## src/rtl/sia_pkg.sv

```systemverilog
`timescale 1ns / 1ps
package sia_pkg;
  localparam int WORD_BITS = 32;
  localparam int STACK_DEPTH = 64;
  localparam int PTR_BITS = $clog2(STACK_DEPTH);
  localparam int CNT_BITS = $clog2(STACK_DEPTH + 1);
  localparam int STEP_BITS = $clog2(WORD_BITS + 1);

  typedef logic [WORD_BITS-1:0] word_t;

  typedef enum logic [3:0] {
    ACT_PUSH = 4'd0, ACT_ADD = 4'd1, ACT_SUB = 4'd2, ACT_MUL = 4'd3,
    ACT_DIV = 4'd4, ACT_MOD = 4'd5, ACT_POW = 4'd6, ACT_AND = 4'd7,
    ACT_OR = 4'd8, ACT_XOR = 4'd9, ACT_NOT = 4'd10, ACT_INC = 4'd11,
    ACT_DEC = 4'd12
  } action_t;

  localparam logic [1:0] ST_OK = 2'd0;
  localparam logic [1:0] ST_UNDER = 2'd1;
  localparam logic [1:0] ST_OVER = 2'd2;
  localparam logic [1:0] ST_DIVZ = 2'd3;

  typedef enum logic [2:0] {
    S_IDLE, S_READ, S_DECIDE, S_ITER, S_WRITE, S_OUT
  } state_t;

  typedef struct packed {
    logic start;
    logic is_div;
  } iter_ctl_t;
endpackage

```

## src/rtl/sia_iter.sv

```systemverilog
`timescale 1ns / 1ps
module sia_iter
  import sia_pkg::*;
(
  input  logic      clk,
  input  logic      rst,
  input  iter_ctl_t ctl,
  input  word_t     a,
  input  word_t     b,
  output logic      done,
  output word_t     quo,
  output word_t     rem,
  output word_t     pw
);
  logic [STEP_BITS-1:0] step;
  logic busy, is_div, neg_q, neg_r;
  word_t dvd, dvs, r, q, base, e, acc;
  logic [WORD_BITS:0] trial;
  logic [2*WORD_BITS-1:0] m_acc, m_base;

  assign trial = {1'b0, r[WORD_BITS-2:0], dvd[WORD_BITS-1]} - {1'b0, dvs};
  assign m_acc = acc * base;
  assign m_base = base * base;

  // run one radix-2 divide step or one square-and-multiply step per cycle
  always_ff @(posedge clk) begin
    if (rst) begin
      busy <= 1'b0;
      done <= 1'b0;
    end else begin
      done <= !ctl.start && busy && (step == STEP_BITS'(1));
      if (ctl.start) begin
        busy <= 1'b1;
        is_div <= ctl.is_div;
        step <= STEP_BITS'(WORD_BITS);
        dvd <= a[WORD_BITS-1] ? -a : a;
        dvs <= b[WORD_BITS-1] ? -b : b;
        neg_q <= a[WORD_BITS-1] ^ b[WORD_BITS-1];
        neg_r <= a[WORD_BITS-1];
        r <= '0;
        q <= '0;
        base <= a;
        e <= b[WORD_BITS-1] ? word_t'(0) : b;
        acc <= word_t'(1);
      end else if (busy) begin
        if (is_div) begin
          if (!trial[WORD_BITS]) r <= trial[WORD_BITS-1:0];
          else r <= {r[WORD_BITS-2:0], dvd[WORD_BITS-1]};
          q <= {q[WORD_BITS-2:0], ~trial[WORD_BITS]};
          dvd <= {dvd[WORD_BITS-2:0], 1'b0};
        end else begin
          if (e[0]) acc <= m_acc[WORD_BITS-1:0];
          base <= m_base[WORD_BITS-1:0];
          e <= e >> 1;
        end
        step <= step - STEP_BITS'(1);
        if (step == STEP_BITS'(1)) busy <= 1'b0;
      end
    end
  end

  assign quo = neg_q ? -q : q;
  assign rem = neg_r ? -r : r;
  assign pw = acc;
endmodule

```

## config.mk

```make
export PLATFORM = sky130hd
export DESIGN_NAME = sia_iter
export DESIGN_NICKNAME = d
export VERILOG_FILES = /design/src/rtl/sia_pkg.sv /design/src/rtl/sia_iter.sv
export SDC_FILE = /design/constraint.sdc
export NUM_CORES = 2
export LEC_CHECK = 0
export ABC_AREA = 0
export BUFFER_PORTS_ARGS = -buffer_cell sky130_fd_sc_hd__buf_2
export CAP_MARGIN = 20
export CORE_MARGIN = 2
export CORE_UTILIZATION = 45
export DETAILED_ROUTE_END_ITERATION = 6
export GPL_ROUTABILITY_DRIVEN = 0
export GPL_TIMING_DRIVEN = 0
export PLACE_DENSITY = 0.72
export SYNTH_ARGS = -nofsm -noshare
export SYNTH_HDL_FRONTEND = slang
export SYNTH_SLANG_ARGS = --single-unit
```

## constraint.sdc

```tcl
create_clock -name clk -period 9.5 [get_ports clk]
set_input_delay 0.95 -clock clk [delete_from_list [all_inputs] [get_ports clk]]
set_output_delay 0.95 -clock clk [all_outputs]
set_load 0.005 [all_outputs]
```

== Yosys cells after proc, flatten, opt, wreduce, memory -nomap -nowiden ==
Cells that the tools add are included.
Widths: inputs -> output; s select.

* Input port bits: 68
* Bits in registers: 235
* Output and inout bits: 97
* Word-level logic and storage cells: 64

* Reductions and logical operators: 11
* Equality and inequality tests: 2
* $mul: 2
* Add/subtract/negate cells: 6
* Bitwise logic cells: 3
* Multiplexer cells: 26

{| class="wikitable"
|+ Operator list
! cell !! number
|-
| $mux 32 || 20
|-
| $neg 32->32 || 4
|-
| $mul 32x32->32 || 2
|-
| $mux 31 || 2
|-
| $sub 32x32->33 || 1
|-
| $eq 6x1->1 const B || 1
|-
| $mux 6 || 1
|-
| $reduce_and 3->1 || 2
|-
| $reduce_bool 2->1 || 3
|-
| $sub 6x1->6 const B || 1
|-
| $reduce_and 2->1 || 2
|-
| $reduce_and 4->1 || 1
|-
| $mux 1 || 3
|-
| $logic_and 1x1->1 || 2
|-
| $ne 2x2->1 const B || 1
|-
| $not 1->1 || 2
|-
| $logic_not 1->1 || 1
|-
| $xor 1x1->1 || 1
|}

== Depth between registers and ports, before layout ==
* Word-level depth: 4
* Depth in mapped cells: 28
* Gate-level depth less buffers: 26

== Worst setup path after synthesis ==
No wires, ideal clock.

* Path type: register -> register
* Start point: register base[4]
* End point: register base[31], data pin
* Setup time: 264 ps
* Clock period less this slack: 7450 ps
* Stages on the path, launching flop included: 26
* Path buffers: 3
* Path slack: 2050 ps
* Required time: 9236 ps
* Arrival time: 7187 ps
* Cell sequence: edfxtp_1 > clkbuf_1 > clkbuf_1 > clkbuf_1 > nand2_1 > fa_1 > inv_1 > fa_1 > inv_1 > fa_1 > fa_1 > inv_1 > fa_1 > inv_1 > fa_1 > inv_1 > fa_1 > fa_1 > ha_1 > a21o_1 > a21o_1 > a221oi_1 > o21bai_1 > a21o_1 > a211oi_1 > a211oi_1

* Longest elaborated chain between the ends: 4

{| class="wikitable"
|+ Ends and longest elaborated chain
! what !! RTL line !! source
|-
| from (decl) || sia_iter.sv:17 || <nowiki>word_t dvd, dvs, r, q, base, e, acc;</nowiki>
|-
| from (signal assigned) || sia_iter.sv:53 || <nowiki>base <= m_base[WORD_BITS-1:0];</nowiki>
|-
| $mul 32x32->32 || sia_iter.sv:23 || <nowiki>assign m_base = base * base;</nowiki>
|-
| $mux 32 || sia_iter.sv:46 || <nowiki>if (is_div) begin</nowiki>
|-
| $mux 32 || sia_iter.sv:45 || <nowiki>end else if (busy) begin</nowiki>
|-
| $mux 32 || sia_iter.sv:32 || <nowiki>if (ctl.start) begin</nowiki>
|}

Every way passes these cells. The select of a mux whose other input is x is not followed.
A chain may end at the register's enable or synchronous reset.

== Worst setup path after layout ==
Same ends and word-level chain as after synthesis.

==> flow_metrics.py <==
metrics = {
    "outcome": {
        "outcome": "finished, final reports clean",
    },
    "floorplanning": {
        "core_area_sq_mm": 0.0933,
        "start_util_pct": 45.4,
        "die_y_microns": 311,
        "dieArea_sq_mm": 0.0965,
        "die_w_microns": 311,
        "num_rows": 112,
        "ioPinCount": 165,
    },
    "synth": {
        "yosysTopAreaCell": "fa_1",
        "synth_top_area_share_pct": 36.6,
        "syn-instance-count": 4438,
        "synth_top_cells_by_count": "inv_1 (935), fa_1 (773), nand2_1 (485), and2_1 (398), ha_1 (293)",
        "async_reset_ff_share_pct": 0,
        "ys_warn_count": 0,
        "synth_fp_nets": 5572,
        "ys_top_cells_by_area": "fa_1 (37%), edfxtp_1 (16%), ha_1 (8.7%)",
        "synth-edff-count": 232,
        "yosysMostFrequentCell": "inv_1",
        "yosysUniqueCellTypes": 67,
        "ys_seq_area_share_pct": 16.6,
        "avgSynthCellArea_sq_um": 9.54,
        "synth_flop_cell": "edfxtp_1",
        "ys_ff_latch": 234,
        "netlist_area_sq_mm": 0.0423,
    },
    "worst_setup_path": {
        "setup.worst_path.start": "base[4]",
        "r2r-end": "base[31]",
        "reg2reg_depth": 26,
        "slowest_stage": "clkbuf_1",
        "crit_path_max_fanout": 10,
        "r2r_slack_ps": 350,
        "critPathArrivalTime_ps": 9500,
        "crit_end": "base[31]",
        "end_kind": "register",
        "cp.required_ps": 9850,
        "critPathMaxStageDelay_ps": 700,
        "reg2reg_from": "base[4]",
        "cp-start-kind": "register",
        "worst_path_most_repeated_cell": "fa_1",
        "crit_type": "reg -> reg",
    },
    "detailed_routing": {
        "dr.first_iter.drc_count": 3164,
        "wl_mm": 135,
        "routedWlPerCell_microns": 22.8,
        "routed-via-count": 32700,
        "viasPerCell": 5.52,
        "antenna_left": 0,
        "firstDrtPassIters": 6,
        "drc_errors": 0,
    },
    "job": {
        "cap_violations": 0,
    },
    "timing": {
        "max_freq_ghz": 0.109,
        "rsz0062_at_grt": "no",
        "min_period_over_period_pct": 96.3,
        "skew_ps": 26.9,
        "worstMarginPinSlew_ps": 1270,
        "timing.slew.headroom_pct": 15.4,
        "slew_violations": 0,
        "setup_violations": 0,
        "fin_ws_ps": 347,
        "hold_violations": 0,
        "fin_crit_ps": 9150,
        "tns_ps": 0,
    },
    "clock_tree": {
        "cts_sinks": 234,
        "insertion_delay_ps": 630,
        "htreeDepth": 1,
        "post-cts-setup-buffer-count": 0,
        "clkTransAtPathRegs_ps": 70,
        "cts_tree": "yes",
        "cts_root_buffer": "clkbuf_16",
        "cts_buffer_depth": 3,
        "tritoncts.num_buffers": 27,
    },
    "global_routing": {
        "grt_pass1_vias": 34300,
        "antenna_found_initial": 20,
        "grt_overflow_total": 0,
        "grt_util_all_layers_pct": 28.4,
        "grt_pass1_wl_mm": 208,
        "grt_max_degree": 36,
    },
    "placed_design": {
        "io_buffer_count": 162,
        "pre_cts_slack_ps": 69.1,
        "dp_hpwl_mm": 107,
    },
    "worst_hold_path": {
        "hold_class": "in -> reg",
        "min_from": "ctl[0]",
    },
    "final_layout": {
        "finalNetCount": 5774,
        "area_delta_synth_final_pct": 8.39,
        "drive_above_1_share_pct": 5.60,
        "final_util_pct": 49.2,
    },
}
==> through the flow <==
step                hold slack, ps  instance area, sq um  std cells
finish                         517                 45900       5927
global route                   515                 45900       5923
CTS                            493                 45800       5912
detailed placement             509                 44900       5862
global placement               507                 44700       5854
floorplan                      479                 42300       4438
==> worst max-delay path, delay by kind of cell (launching register included) <==
family,cells,cell delay [ps]
fa+ha+maj,9,3870
buf+inv,8,2180
flops,1,450
compound gates,7,1730
simple gates,2,670
==> layer usage <==
layer / share of wire [%] / global-route usage (%) / vias up / wire (microns)
met4: 6.5 / 14.8 / 14 / 8770
met2: 42 / 41.9 / 2062 / 57300
li1: - / - / 14000 / -
met1: 38 / 36.9 / 16100 / 51300
met5: 0.067 / 0 / - / 90
met3: 13 / 10.1 / 551 / 17800
==> placed cells by master, fill, tap and decap left out, types with 10 or more instances in the layout <==
cell / n
a21o_1: 43
buf_2: 163
a31oi_1: 10
diode_2: 12
nand3b_1: 30
mux2i_1: 28
and2_1: 398
a211oi_1: 13
ha_1: 293
o21ai_0: 120
nand2_1: 485
nand3_1: 19
nand4_1: 10
xnor2_1: 202
or4_1: 20
or3_1: 15
clkbuf_1: 183
nor2b_1: 48
o41ai_1: 14
buf_1: 12
inv_1: 935
xor2_1: 81
o31ai_1: 42
nor3_1: 25
edfxtp_1: 232
and3_1: 13
fa_1: 773
a21oi_1: 105
nor2_1: 151
clkbuf_16: 27
nand2b_1: 21
==> registers in the layout, summed over array words and instances, names as in the netlist <==
register  cells
busy          1
is_div        1
r            32
done          1
e            31
pw           32
dvs          32
step          6
neg_q         1
dvd          32
q            32
neg_r         1
base         32
==> cells by family (layout without fill, tap and decap cells) <==
logic type      count (synthesis)  after routing  synth area share (%)
flops                         234            234                  16.6
buf+inv                      1139           1362                  10.1
other cells                     0             12                     0
xor+xnor                      283            283                  5.86
simple gates                 1265           1265                  15.2
compound gates                418            418                  6.27
fa+ha+maj                    1066           1066                  45.2
mux                            33             33                 0.795
==> cell type report <==
| type | instances | area (sq um) |
|---|---|---|
| well taps | 1254 | 1570 |
| clock buffers | 27 | 676 |
| inverters | 936 | 3510 |
| repair buffers | 173 | 1010 |
| flip-flops and latches | 234 | 7010 |
| diodes | 12 | 30.0 |
| fillers | 8697 | 47500 |
| plain buffers | 203 | 782 |
| clock inverters | 23 | 225 |
| multi-input cells | 3065 | 31100 |
==> how the worst min path moves through the flow <==
stage,to,slack [ps],depth (start not counted)
after CTS,is_div,490,1
after global routing,is_div,520,1
after floorplan,done,480,1
final,is_div,520,1
after detailed placement,done,510,1
after global placement,done,510,1
==> what timing repair did <==
item / 4_1_cts / 5_1_grt
setup endpoints to repair: 0 / 14
hold buffers: 0 / 0
resized for setup: 0 / 11
Power is not shown: default switching activity piles up to over one toggle a cycle in this logic, so the estimate is an artifact.
